## src/rtl/pam_pkg.sv

```systemverilog
// shared types and constants for the polygon area and moments block
package pam_pkg;

	localparam int MAX_VERTICES_DEF = 1024;
	localparam int COORD_BITS_DEF   = 12;

	localparam int COORD_W   = 12;
	localparam int CROSS_W   = 25;
	localparam int TERM_W    = 26;
	localparam int MUL_W     = 26;
	localparam int PROD_W    = 2 * MUL_W;
	localparam int AREA_W    = 36;
	localparam int AXIS_W    = 60;
	localparam int PRODSUM_W = 61;
	localparam int AREA_OUT_W = 34;
	localparam int MOM_OUT_W  = 54;

	// sums are shifted right by 2 or 3, then divided by three 16 bits per cycle
	localparam int DIV_BITS  = 64;
	localparam int DIV_DIGIT = 16;
	localparam int DIV_STEPS = DIV_BITS / DIV_DIGIT;
	localparam int DIV_CNT_W = $clog2(DIV_STEPS);
	// ceil(2**19 / 3), exact digit quotient for any partial dividend below 3 * 2**16
	localparam int RECIP_W     = 18;
	localparam int RECIP_SHIFT = DIV_DIGIT + 3;
	localparam logic [RECIP_W-1:0] RECIP_3 = 18'd174763;

	localparam int QUEUE_DEPTH = 4;

	typedef struct packed {
		logic                      close;
		logic                      ovf;
		logic signed [COORD_W-1:0] xp;
		logic signed [COORD_W-1:0] yp;
		logic signed [COORD_W-1:0] xc;
		logic signed [COORD_W-1:0] yc;
	} edge_t;

	typedef enum logic [3:0] {
		STEP_XPYC,
		STEP_XCYP,
		STEP_YPYP,
		STEP_YPYC,
		STEP_YCYC,
		STEP_XPXP,
		STEP_XPXC,
		STEP_XCXC,
		STEP_XPYP,
		STEP_XCYC,
		STEP_MX,
		STEP_MY,
		STEP_MP
	} step_t;

	typedef enum logic [2:0] {
		BK_RUN,
		BK_DRAIN,
		BK_ABS,
		BK_DIV,
		BK_DONE
	} back_state_t;

endpackage

```

## src/rtl/pam_queue.sv

```systemverilog
// small queue of edge items between front end and arithmetic back end
module pam_queue (
	input  logic           clk,
	input  logic           arst_n,
	input  logic           wr,
	input  pam_pkg::edge_t wdata,
	output logic           full,
	input  logic           rd,
	output pam_pkg::edge_t rdata,
	output logic           empty
);
	import pam_pkg::*;

	localparam int PTR_W = $clog2(QUEUE_DEPTH);
	localparam int CNT_W = $clog2(QUEUE_DEPTH + 1);

	edge_t mem_q [QUEUE_DEPTH];
	logic [PTR_W-1:0] wr_ptr_q, rd_ptr_q;
	logic [CNT_W-1:0] cnt_q;

	assign full  = cnt_q == CNT_W'(QUEUE_DEPTH);
	assign empty = cnt_q == '0;
	assign rdata = mem_q[rd_ptr_q];

	always_ff @(posedge clk or negedge arst_n) begin
		if (!arst_n) begin
			wr_ptr_q <= '0;
			rd_ptr_q <= '0;
			cnt_q    <= '0;
		end else begin
			if (wr) begin
				wr_ptr_q <= wr_ptr_q + PTR_W'(1);
			end
			if (rd) begin
				rd_ptr_q <= rd_ptr_q + PTR_W'(1);
			end
			if (wr && !rd) begin
				cnt_q <= cnt_q + CNT_W'(1);
			end else if (rd && !wr) begin
				cnt_q <= cnt_q - CNT_W'(1);
			end
		end
	end

	always_ff @(posedge clk) begin
		if (wr) begin
			mem_q[wr_ptr_q] <= wdata;
		end
	end

`ifndef SYNTHESIS
	a_no_write_full: assert property (@(posedge clk) disable iff (!arst_n)
		wr |-> !full) else $error("queue written while full");
	a_no_read_empty: assert property (@(posedge clk) disable iff (!arst_n)
		rd |-> !empty) else $error("queue read while empty");
	a_cnt_bound: assert property (@(posedge clk) disable iff (!arst_n)
		cnt_q <= CNT_W'(QUEUE_DEPTH)) else $error("queue count out of range");
`endif

endmodule

```

## config.mk

```make
export PLATFORM = sky130hd
export DESIGN_NAME = pam_queue
export DESIGN_NICKNAME = d
export VERILOG_FILES = /design/src/rtl/pam_pkg.sv /design/src/rtl/pam_queue.sv
export SDC_FILE = /design/constraint.sdc
export NUM_CORES = 1
export LEC_CHECK = 0
export ABC_CLOCK_PERIOD_IN_PS = 5400
export BUFFER_PORTS_ARGS = -buffer_cell sky130_fd_sc_hd__buf_2
export CAP_MARGIN = 10
export CORE_MARGIN = 2
export CORE_UTILIZATION = 42
export DETAILED_ROUTE_END_ITERATION = 7
export PLACE_DENSITY_LB_ADDON = 0.3
export SLEW_MARGIN = 30
export SYNTH_ARGS = -nofsm -noshare
export SYNTH_HDL_FRONTEND = slang
export SYNTH_SLANG_ARGS = --single-unit
```

## constraint.sdc

```tcl
create_clock -name clk -period 5.4 [get_ports clk]
set_input_delay 0.54 -clock clk [delete_from_list [all_inputs] [get_ports clk]]
set_output_delay 0.54 -clock clk [all_outputs]
set_load 0.02 [all_outputs]
```

## Word-level counts from Yosys, hierarchy flattened

Memories as Yosys holds them, arrays and structs flattened.
Cells that the tools add are included.

| word-level totals | value |
|---|---|
| logic and storage cells | 19 |
| memories | 1 |
| output and inout port bits | 52 |
| bits in registers | 7 |
| bits of input ports | 54 |
| bits in writable memories | 200 |
| bits in latches | 0 |
| memory bits (read-only) | 0 |

| operators by class | value |
|---|---|
| reduce and logical (&&, ||, !) cells | 6 |
| div/mod/pow operators | 0 |
| shift-type cells | 0 |
| eq/ne operators | 1 |
| add/subtract/negate cells | 4 |
| mux-type cells | 4 |
| multipliers | 0 |
| bitwise gates (word level) | 0 |
| $lt $le $gt $ge | 0 |

Memory list:

| memory | depth | width | read ports | clocked after memory_dff | wr ports | line | RTL |
|---|---|---|---|---|---|---|---|
| mem_q | 4 | 50 | 1 | 0 | 1 | pam_queue.sv:17 | `edge_t mem_q [QUEUE_DEPTH];` |

Operator list:

| operator | count |
|---|---|
| 3-bit 2-to-1 mux | 2 |
| 2-bit by 1-bit adder with 2-bit output, second input constant | 2 |
| 3-bit by 1-bit adder with 3-bit output, second input constant | 1 |
| 3-bit == test, second input constant | 1 |
| 3-bit zero test | 1 |
| 3-bit by 1-bit subtractor with 3-bit output, second input constant | 1 |
| 1-bit logical AND | 2 |
| 1-bit zero test | 2 |
| 1-bit 2-to-1 mux | 2 |
| 2-bit nonzero test | 1 |

## Logic depth before layout (Yosys ltp)

| logic depth | value |
|---|---|
| word-level depth | 4 |
| depth in mapped cells | 7 |
| gate-level depth less buffers | 7 |

## Worst setup path before layout

OpenSTA, ideal clock, no wires.

| timing | value |
|---|---|
| path kind | reg-to-reg |
| from | register wr_ptr_q[0] |
| to | memory mem_q[2][0] in the netlist's numbering, enable pin |
| setup time | 413 ps |
| arrival | 1807 ps |
| path buffers | 0 |
| data required time | 4987 ps |
| cell stages (with the launch flop) | 4 |
| path slack | 3180 ps |
| period minus slack after synthesis | 2220 ps |
| cell sequence | dfrtp_1 -> inv_1 -> ha_1 -> and2_1 |

RTL lines:

| element | line | RTL |
|---|---|---|
| start: declaration | pam_queue.sv:18 | `logic [PTR_W-1:0] wr_ptr_q, rd_ptr_q;` |
| start signal: assignment | pam_queue.sv:32 | `wr_ptr_q <= wr_ptr_q + PTR_W'(1);` |
| end: declaration | pam_queue.sv:17 |  |

No word-level cell before the write port.

==> reports/metrics.csv <==
metric;value;unit
largest family of logic cells by synthesized area;multiplexers;
global route total overflow;0;
Max Clock Freq;355;MHz
post-route cell area;9090;um2
adder-cell share of the synthesized area;0.0108;
syn nets;356;
Die Y;139;um
Synth cell types;20;
Peak VDD IR;0.000362;V
Die W;139;um
hold_buf cts;1;
root buffer selected by CTS;clkbuf_16;
clock skew;13.3;ps
pwr dens;563;nW/um2
TritonCTS clock tree;yes;
Post-Synth Simple-Gate Area;0.00636;
vias in the first global route;3717;
H-tree Lvls;1;
setup bufs post-CTS;0;
number of remaining DRC errors;0;
Syn-to-layout area delta;18.5;%
Iter 0 DRT Violations;194;
core area;18000;um2
largest net degree at the start of global routing;51;
Max-slew headroom;0.472;
Clock Latency Late Sink;490;ps
CP endpoint kind;output port;
period utilization;0.522;
DP Area;8430;um2
xor/xnor share of the synthesized area;0.00685;
Yosys reg bits;207;
RSZ-0062 raised after global routing;false;
CP Launch Type;flip-flop;
Max clock buf depth;3;
Synth Area in Compound Gates;0.000653;
Mapped Avg Cell Area;25.9;um2
status;completed;
Clock transition at path regs;60;ps
WL/cell;20.3;um
Die Area;19400;um2
footprint of the multi-input gates;1340;um2
Total GRT Usage;0.141;
Required @ worst endpoint;4860;ps
register area;6190;um2
Hold WC Path Type;primary input to flip-flop;
TritonCTS Buffers;22;
layout cells sized above 1;0.444;
max-cap viol count;0;
placer congestion estimate;0.668;
Avg Vias per Cell;5.14;
Routed Antenna Nets;0;
Post-Synthesis Cells;296;
drt first pass iters;5;
yosys warns;0;
Final nets;481;
Worst Path Arrival;2280;ps
mux share of post-synthesis cell area;0.149;
kind of critical path;flip-flop to output port;
Routed WL;13.6;mm
Max Slew Vio Count;0;
first-pass GRT wire length;20.8;mm
final setup TNS;0;ps
endpoints failing setup;0;
post_cts resized;0;
fin crit period;2820;ps
register area share after synthesis;0.806;
IO Pins;106;
Least-Margin Pin Slew;793;ps
port bufs;105;
initial antenna violation count;2;
DP HPWL;7.67;mm
Final Hold Violating Endpoints;0;
Row Count;49;
initial core utilization;0.427;
Post-Synthesis Cell Area;7670;um2
CTS Sinks;207;
maximum fanout along the worst path;40;
fillers;1479;
DR vias;3431;
leakage;3.14;nW
[cells in the final DEF, fill, tap and decap left out]
cell type	synthesis	final
xnor2_1	2	2
clkinv_1	0	5
dfrtp_4	0	1
buf_2	5	105
mux4_1	2	2
clkbuf_1	1	8
dlygate4sd3_1	0	1
nor3b_1	1	1
edfxtp_1	200	200
diode_2	0	1
dfrtp_2	0	1
nand2_1	2	2
clkbuf_16	0	23
mux4_2	48	48
xor2_1	4	4
buf_12	5	2
fa_1	1	1
and2_2	0	4
dfrtp_1	7	5
nor3_1	1	1
clkinv_2	0	4
buf_4	0	5
o21ai_0	1	1
mux2_2	1	1
ha_1	5	5
inv_1	4	4
nor2_1	1	1
[metal layers]
layer  share of wire  GRT usage  vias up
li1                -          -     1510
met1            0.42      0.181     1794
met2            0.49      0.234      101
met3           0.067     0.0452       24
met4           0.019     0.0399        2
met5         0.00081          0        -
[worst paths after layout]
check	start	endpoint	slack, ps	cells after the start
setup reg to reg	wr_ptr_q[1]	mem_q[1][13]	3230	4
max in group asynchronous	arst_n	rd_ptr_q[0]	4790	2
hold / removal	rd	rd_ptr_q[0]	250	2
min in group asynchronous	arst_n	rd_ptr_q[0]	430	2
setup / recovery	rd_ptr_q[1]	rdata[4]	2580	3
hold reg to reg	cnt_q[2]	cnt_q[2]	510	1
[logic make-up (layout without fill, tap and decap cells)]
family                     after synthesis  count (layout)
buffers and inverters                   16             157
adders and majority gates                6               6
AOI/OAI and AO/OA                        1               1
muxes                                   51              51
xor gates and xnor gates                 6               6
DFF                                    207             207
and+or+nand+nor                          9               9
other                                    0               1
[synth_stat cells]
library cell    n  area, um2
nor3_1          1       5.00
buf_12          5        100
nor2_1          1       3.75
nand2_1         2       7.51
buf_2           5       25.0
inv_1           4       15.0
and2_1          4       25.0
fa_1            1       20.0
xnor2_1         2       17.5
xor2_1          4       35.0
nor3b_1         1       7.51
mux4_2         48       1080
clkbuf_1        1       3.75
mux4_1          2       52.6
ha_1            5       62.6
dfrtp_1         7        175
mux2_2          1       11.3
edfxtp_1      200       6010
buf_6           1       11.3
o21ai_0         1       5.00
[where the power goes]
| group | switching (mW) | total (mW) | internal (mW) |
|---|---|---|---|
| Sequential | 0.121 | 2.23 | 2.11 |
| Combinational | 0.899 | 1.55 | 0.647 |
| Clock | 0.558 | 1.34 | 0.778 |
| Total | 1.58 | 5.11 | 3.54 |
[critical path, stage by stage (launching register included)]
cell and delay, ps:
dfrtp_2 560, buf_4 590, mux4_2 430, buf_2 180
[metrics by stage]
stage | instances | util | power (mW) | worst slack (ps) | hold slack [ps]
global route | 666 | 0.506 | 5.37 | 2430 | 233
CTS | 666 | 0.506 | 5.22 | 2480 | 224
global placement | 623 | 0.467 | 3.78 | 2780 | 379
finish | 667 | 0.506 | 5.11 | 2580 | 251
detailed placement | 625 | 0.469 | 3.86 | 3020 | 385
floorplan | 296 | - | 3.40 | 3180 | 244
[flip-flops by register name, summed over array words and instances (netlist names)]
signal    cells
rd_ptr_q      2
cnt_q         3
mem_q       200
wr_ptr_q      2
[final cells by class]
class,count,share of cell area
sequential,207,0.681
multi-input combinational,73,0.147
timing repair buffer,113,0.0675
clock buffer,31,0.0666
tap,229,0.0315
clock inverter,9,0.00427
inverter,4,0.00165
antenna,1,0.000275
(Power assumes the default switching activity.)
