==> src/rtl/pam_pkg.sv <==
// shared types and constants for the polygon area and moments block
package pam_pkg;

	localparam int MAX_VERTICES_DEF = 1024;
	localparam int COORD_BITS_DEF   = 12;

	localparam int COORD_W   = 12;
	localparam int CROSS_W   = 25;
	localparam int TERM_W    = 26;
	localparam int MUL_W     = 26;
	localparam int PROD_W    = 2 * MUL_W;
	localparam int AREA_W    = 36;
	localparam int AXIS_W    = 60;
	localparam int PRODSUM_W = 61;
	localparam int AREA_OUT_W = 34;
	localparam int MOM_OUT_W  = 54;

	// sums are shifted right by 2 or 3, then divided by three 16 bits per cycle
	localparam int DIV_BITS  = 64;
	localparam int DIV_DIGIT = 16;
	localparam int DIV_STEPS = DIV_BITS / DIV_DIGIT;
	localparam int DIV_CNT_W = $clog2(DIV_STEPS);
	// ceil(2**19 / 3), exact digit quotient for any partial dividend below 3 * 2**16
	localparam int RECIP_W     = 18;
	localparam int RECIP_SHIFT = DIV_DIGIT + 3;
	localparam logic [RECIP_W-1:0] RECIP_3 = 18'd174763;

	localparam int QUEUE_DEPTH = 4;

	typedef struct packed {
		logic                      close;
		logic                      ovf;
		logic signed [COORD_W-1:0] xp;
		logic signed [COORD_W-1:0] yp;
		logic signed [COORD_W-1:0] xc;
		logic signed [COORD_W-1:0] yc;
	} edge_t;

	typedef enum logic [3:0] {
		STEP_XPYC,
		STEP_XCYP,
		STEP_YPYP,
		STEP_YPYC,
		STEP_YCYC,
		STEP_XPXP,
		STEP_XPXC,
		STEP_XCXC,
		STEP_XPYP,
		STEP_XCYC,
		STEP_MX,
		STEP_MY,
		STEP_MP
	} step_t;

	typedef enum logic [2:0] {
		BK_RUN,
		BK_DRAIN,
		BK_ABS,
		BK_DIV,
		BK_DONE
	} back_state_t;

endpackage

==> src/rtl/pam_front.sv <==
// vertex front end: tracks first and previous vertex, emits edge and closing items
module pam_front #(
	parameter int MAX_VERTICES = pam_pkg::MAX_VERTICES_DEF,
	parameter int COORD_BITS   = pam_pkg::COORD_BITS_DEF
) (
	input  logic                               clk,
	input  logic                               arst_n,
	input  logic                               push,
	output logic                               full,
	input  logic signed [pam_pkg::COORD_W-1:0] x_coord,
	input  logic signed [pam_pkg::COORD_W-1:0] y_coord,
	input  logic                               last_vertex,
	output logic                               q_wr,
	output pam_pkg::edge_t                     q_wdata,
	input  logic                               q_full
);
	import pam_pkg::*;

	localparam int CNT_W = $clog2(MAX_VERTICES + 1);
	localparam int SHIFT = COORD_W - COORD_BITS;

	logic signed [COORD_W-1:0] x_sh, y_sh, x_v, y_v;
	logic signed [COORD_W-1:0] first_x_q, first_y_q, prev_x_q, prev_y_q;
	logic signed [COORD_W-1:0] prev_nx, prev_ny, first_nx, first_ny;
	logic [CNT_W-1:0] cnt_q;
	logic ovf_q, pend_q;
	edge_t pend_data_q, edge_d, close_d;
	logic acc, dropped, is_first, has_edge;

	// sign-extend from bit COORD_BITS-1
	assign x_sh = x_coord <<< SHIFT;
	assign y_sh = y_coord <<< SHIFT;
	assign x_v  = x_sh >>> SHIFT;
	assign y_v  = y_sh >>> SHIFT;

	assign full     = pend_q || q_full;
	assign acc      = push && !full;
	assign dropped  = cnt_q >= CNT_W'(MAX_VERTICES);
	assign is_first = !dropped && (cnt_q == '0);
	assign has_edge = !dropped && (cnt_q != '0);

	assign prev_nx  = dropped ? prev_x_q : x_v;
	assign prev_ny  = dropped ? prev_y_q : y_v;
	assign first_nx = is_first ? x_v : first_x_q;
	assign first_ny = is_first ? y_v : first_y_q;

	assign edge_d = '{close: 1'b0, ovf: 1'b0,
		xp: prev_x_q, yp: prev_y_q, xc: x_v, yc: y_v};
	assign close_d = '{close: 1'b1, ovf: ovf_q || dropped,
		xp: prev_nx, yp: prev_ny, xc: first_nx, yc: first_ny};

	always_comb begin
		q_wr    = 1'b0;
		q_wdata = edge_d;
		if (pend_q) begin
			q_wr    = !q_full;
			q_wdata = pend_data_q;
		end else if (acc && has_edge) begin
			q_wr = 1'b1;
		end else if (acc && last_vertex) begin
			q_wr    = 1'b1;
			q_wdata = close_d;
		end
	end

	always_ff @(posedge clk or negedge arst_n) begin
		if (!arst_n) begin
			first_x_q <= '0;
			first_y_q <= '0;
			prev_x_q  <= '0;
			prev_y_q  <= '0;
			cnt_q     <= '0;
			ovf_q     <= 1'b0;
			pend_q    <= 1'b0;
		end else begin
			if (pend_q && !q_full) begin
				pend_q <= 1'b0;
			end
			if (acc) begin
				if (last_vertex) begin
					first_x_q <= '0;
					first_y_q <= '0;
					prev_x_q  <= '0;
					prev_y_q  <= '0;
					cnt_q     <= '0;
					ovf_q     <= 1'b0;
					// an edge, if any, goes out now; the closing item is held until the queue has room
					pend_q    <= has_edge;
				end else begin
					first_x_q <= first_nx;
					first_y_q <= first_ny;
					prev_x_q  <= prev_nx;
					prev_y_q  <= prev_ny;
					if (dropped) begin
						ovf_q <= 1'b1;
					end else begin
						cnt_q <= cnt_q + CNT_W'(1);
					end
				end
			end
		end
	end

	always_ff @(posedge clk) begin
		if (acc && last_vertex) begin
			pend_data_q <= close_d;
		end
	end

endmodule

==> config.mk <==
export PLATFORM = sky130hd
export DESIGN_NAME = pam_front
export DESIGN_NICKNAME = d
export VERILOG_FILES = /design/src/rtl/pam_pkg.sv /design/src/rtl/pam_front.sv
export SDC_FILE = /design/constraint.sdc
export NUM_CORES = 1
export LEC_CHECK = 0
export BUFFER_PORTS_ARGS = -buffer_cell sky130_fd_sc_hd__buf_2
export CAP_MARGIN = 10
export CORE_MARGIN = 3
export CORE_UTILIZATION = 35
export CTS_BUF_LIST = sky130_fd_sc_hd__clkbuf_8
export DETAILED_ROUTE_END_ITERATION = 7
export GPL_TIMING_DRIVEN = 0
export PLACE_DENSITY_LB_ADDON = 0.08
export SLEW_MARGIN = 5
export SYNTH_ARGS = -nofsm -noshare
export SYNTH_HDL_FRONTEND = slang
export SYNTH_SLANG_ARGS = --single-unit
==> constraint.sdc <==
create_clock -name clk -period 2.8 [get_ports clk]
set_clock_uncertainty 0.05 [all_clocks]
set_input_delay 0.14 -clock clk [delete_from_list [all_inputs] [get_ports clk]]
set_output_delay 0.14 -clock clk [all_outputs]
set_load 0.01 [all_outputs]
---- Yosys cells after proc, flatten, opt, wreduce, memory -nomap -nowiden ----
Cells that the tools add are included.
word-level totals
  bits in registers ....................... 110
  bits of input ports ..................... 29
  word-level logic and storage cells ...... 52
operators by class
  add/sub/neg operators ................... 1
  magnitude comparators ................... 1
  equality and inequality tests ........... 1
  muxes and demuxes ....................... 21
  reductions and logical operators ........ 16
operators with widths
  cell                     number
  $mux W50                 3
  $mux W12                 8
  $mux W11                 2
  $add A11 B1 Y11 const B  1
  $ge A11 B11 Y1 const B   1
  $logic_not A11 Y1        1
  $reduce_bool A11 Y1      1
  $mux W1                  8
  $logic_and A1 B1 Y1      6
  $reduce_and A2 Y1        2
  $logic_not A1 Y1         3
  $logic_or A1 B1 Y1       2
  $ne A2 B2 Y1 const B     1
  $reduce_bool A2 Y1       1

---- Depth between registers and ports, before layout ----
  depth in word-level cells ............... 7
  depth in mapped cells ................... 8
  depth with buffers taken out ............ 6

---- Worst setup path before layout ----
No wires, ideal clock.
  kind .................................... reg2reg
  from .................................... reg pend_q
  to ...................................... reg pend_data_q[0] (netlist bit), enable pin
  library setup time ...................... 0.432 ns
  arrival ................................. 2.403 ns
  setup slack ............................. -0.086 ns
  cell stages (with the launch flop) ...... 4
  period minus slack after synthesis ...... 2.886 ns
  cells stage by stage .................... dfrtp_1 > nor4bb_1 > clkbuf_1 > clkbuf_1
between the ends
  cells in the longest elaborated chain, start to end .. 4
RTL lines
  item                    line              RTL
  start, declared         pam_front.sv:26   logic ovf_q, pend_q;
  start signal, assigned  pam_front.sv:88   pend_q <= has_edge;
  $logic_or A1 B1 Y1      pam_front.sv:36   assign full = pend_q || q_full;
  $logic_not A1 Y1        pam_front.sv:37   assign acc = push && !full;
  $logic_and A1 B1 Y1     pam_front.sv:37
  $logic_and A1 B1 Y1     pam_front.sv:105  if (acc && last_vertex) begin
  end signal, assigned    pam_front.sv:106  pend_data_q <= close_d;
  end, declared           pam_front.sv:27   edge_t pend_data_q, edge_d, close_d;
Every way passes these cells.
A chain may end at the register's enable or synchronous reset.

==> out/metrics.yaml <==
outcome: "complete, no violations"
nets: 727
gp_congestion: 0.8251
layout-drive-gt1-share: 0.2553
synth_top_family_by_area: "compound AO/OA/AOI/OAI gates"
routed.top_layer: "met4"
ys.flop_type: "dfrtp_1"
total_power_mw: 4.728
ys_top_cells_by_area: "dfrtp_1 (26%), edfxtp_1 (25%), mux2i_1 (8.0%)"
holdCritStartpoint: "y_coord[4]"
h-tree-depth: 3
report.final.slew_viol_count: 0
crit_path_start: "cnt_q[2]$_DFFE_PN0P_"
wl_met2_mm: 8.457
synthXorXnorAreaFrac: 0.004397
syn2layout_area_growth_pct: 16.12
fmax_mhz: 369.6
synthAdderAreaFrac: 0.004188
syn_area_sq_mm: 0.005976
rsz0062_at_grt: "true"
netlist.area_leader.share: 0.2554
wl_per_cell_um: 20.25
synth-edff-count: 49
die-height_um: 136.7
fin_area_sq_mm: 0.006939
endpoint_kind: "output pin"
post-route-period-util: 0.9663
io_pins: 81
cts.sinks: 110
start_util: 0.3591
synth-simple-area-share: 0.1055
leakagePower_nw: 2.981
arrival_ns: 2.52
track_usage: 0.2048
layout_commonest_cell: "nand2_1"
core.rowCount: 47
grt_pass1_vias: 4832
drt-initial-drc-count: 425
ff2ff_path_depth: 5
cp-start-kind: "register"
grt_pass1_wl_mm: 28.70
synthMuxAreaShare: 0.1256
hp-class: "in -> reg"
hold_depth: 3
wl_met3_um: 820
fin_crit_ns: 2.706
tightest_slew_ns: 0.7145
grt_max_degree: 39
dpl.cell_count: 901
post-route-drc-count: 0
peakVddDrop_mv: 0.3192
cts.path.max_buffers: 2
synth_fp_nets: 630
worstSetupPathType: "reg -> out"
clock_latency_ns: 0.40
port_buffers: 80
vias: 4967
n_antenna_cell: 0
path_clk_slew_ns: 0.11
root_buffer: "clkbuf_8"
yosys_warnings: 0
routed_via_density: 5.393
dpl_cell_area_sq_mm: 0.006705
r2r_slack_ns: 0.49
power_density_mw_per_mm2: 681.4
synth_cells: 599
syn_area_per_cell_sq_um: 9.976
maxCapViolations: 0
yosysUniqueCellTypes: 41
grt_overflow: 0
hold_viol_final: 0
num-fill-cells: 1657
dpl.hpwl_mm: 12.40
cp.required_ns: 2.61
die_w_um: 136.7
hold_path_end: "first_y_q[4]$_DFFE_PN0P_"
synth_compound_area_frac: 0.2014
critPathMaxFanout: 10
cts_tree: "done"
async_flop_share: 0.5545
cts_buffers: 9
ys_seq_area_frac: 0.5017
ant_nets: 0
mostFrequentLayoutCells: "nand2_1 (102), buf_2 (84), dfrtp_1 (60)"
firstDrtPassIters: 4
antenna_found_initial: 0
drt-met1-wl_mm: 9.013
dieArea_sq_mm: 0.01868
synth_seq_cells: 110
routed_wl_mm: 18.65
setup_viol: 0
timing.rr.start: "cnt_q[7]$_DFFE_PN0P_"
yosysTopAreaCell: "dfrtp_1"
slew_headroom: 0.5237
r2r-end: "first_y_q[1]$_DFFE_PN0P_"
core_sq_mm: 0.01664
final_cells: 921
tns_ns: 0
==> worst max-delay path, cell delays in order, from the launching register on <==
cell and delay (ns):
dfrtp_1 0.43, or4_4 0.61, o31ai_4 0.22, buf_4 0.18, buf_4 0.20, a21oi_1 0.09
o21ai_1 0.22, buf_2 0.17
==> worst max-delay path by stage <==
| stage | to | slack [ns] | depth (start not counted) |
|---|---|---|---|
| after floorplan | pend_data_q[10]$_DFFE_PN_ | 0.69 | 4 |
| after global placement | q_wdata[49] | -0.20 | 6 |
| after detailed placement | q_wdata[11] | 0.23 | 7 |
| after CTS | q_wdata[42] | 0.01 | 7 |
| after global routing | q_wdata[40] | -0.006 | 7 |
| final | q_wdata[46] | 0.09 | 7 |
==> state kept, by name, summed over array words and instances (netlist names) <==
| register | flops |
|---|---|
| pend_data_q | 49 |
| first_x_q | 12 |
| first_y_q | 12 |
| prev_x_q | 12 |
| prev_y_q | 12 |
| cnt_q | 11 |
| ovf_q | 1 |
| pend_q | 1 |
==> power breakdown <==
group	leakage, nW	switching (mW)	internal [mW]
registers	1.24	0.217	2.00
clock network	0.0944	0.567	0.338
logic	1.65	0.898	0.705
==> final cells by class <==
type | count | area, sq um | share of cell area
clock buffers | 10 | 137.6 | 0.01983
inverters | 29 | 108.9 | 0.01569
well taps | 220 | 275.3 | 0.03967
flip-flops and latches | 110 | 2999 | 0.4322
multi-input cells | 408 | 2643 | 0.3808
plain buffers | 52 | 262.8 | 0.03787
clock inverters | 6 | 30.03 | 0.004327
repair buffers | 86 | 483.0 | 0.06960
==> Yosys cell counts, types with 2 or more instances <==
| master | instances |
|---|---|
| a21oi_1 | 33 |
| a22oi_1 | 24 |
| a31o_2 | 25 |
| a31oi_1 | 2 |
| and3_1 | 2 |
| buf_2 | 12 |
| buf_6 | 3 |
| clkbuf_1 | 37 |
| dfrtp_1 | 61 |
| edfxtp_1 | 49 |
| ha_1 | 2 |
| inv_1 | 29 |
| mux2_2 | 24 |
| mux2i_1 | 48 |
| nand2_1 | 103 |
| nand2b_1 | 3 |
| nand3_1 | 3 |
| nor2_1 | 11 |
| o21ai_0 | 56 |
| o21ai_1 | 24 |
| o31ai_1 | 24 |
| or2_2 | 2 |
| or4_4 | 2 |
| xnor2_1 | 3 |
==> through the flow <==
stage | hold WS, ns | setup WS (ns) | utilization
finish | 0.01383 | 0.09437 | 0.4170
global placement | 0.4165 | -0.1980 | 0.3997
detailed placement | 0.04050 | 0.2347 | 0.4029
floorplan | -0.2056 | 0.6880 | -
CTS | 0.006428 | 0.01257 | 0.4164
global route | 0.02031 | -0.005914 | 0.4170
==> cell families (layout without fill, tap and decap cells) <==
family / Yosys count / in the layout
AO/OA/AOI/OAI: 192 / 192
AND/OR/NAND/NOR: 139 / 139
flip-flops: 110 / 110
buffers and inverters: 81 / 183
multiplexers: 72 / 72
XOR/XNOR: 3 / 3
adder cells (fa/ha/maj): 2 / 2
==> repair_timing <==
action	4_1_cts	5_1_grt
pin swaps	1	4
setup buffers	3	0
resized for setup	15	17
hold buffers	1	0
setup endpoints to repair	43	23
endpoints found under the hold margin	61	0
==> metal layers <==
metal | track usage | up-vias
li1 | - | 2361
met1 | 0.2961 | 2455
met2 | 0.3141 | 128
met3 | 0.03566 | 23
met4 | 0.06215 | 0
met5 | 0 | -
No activity file was read; power rests on OpenSTA's default activity.
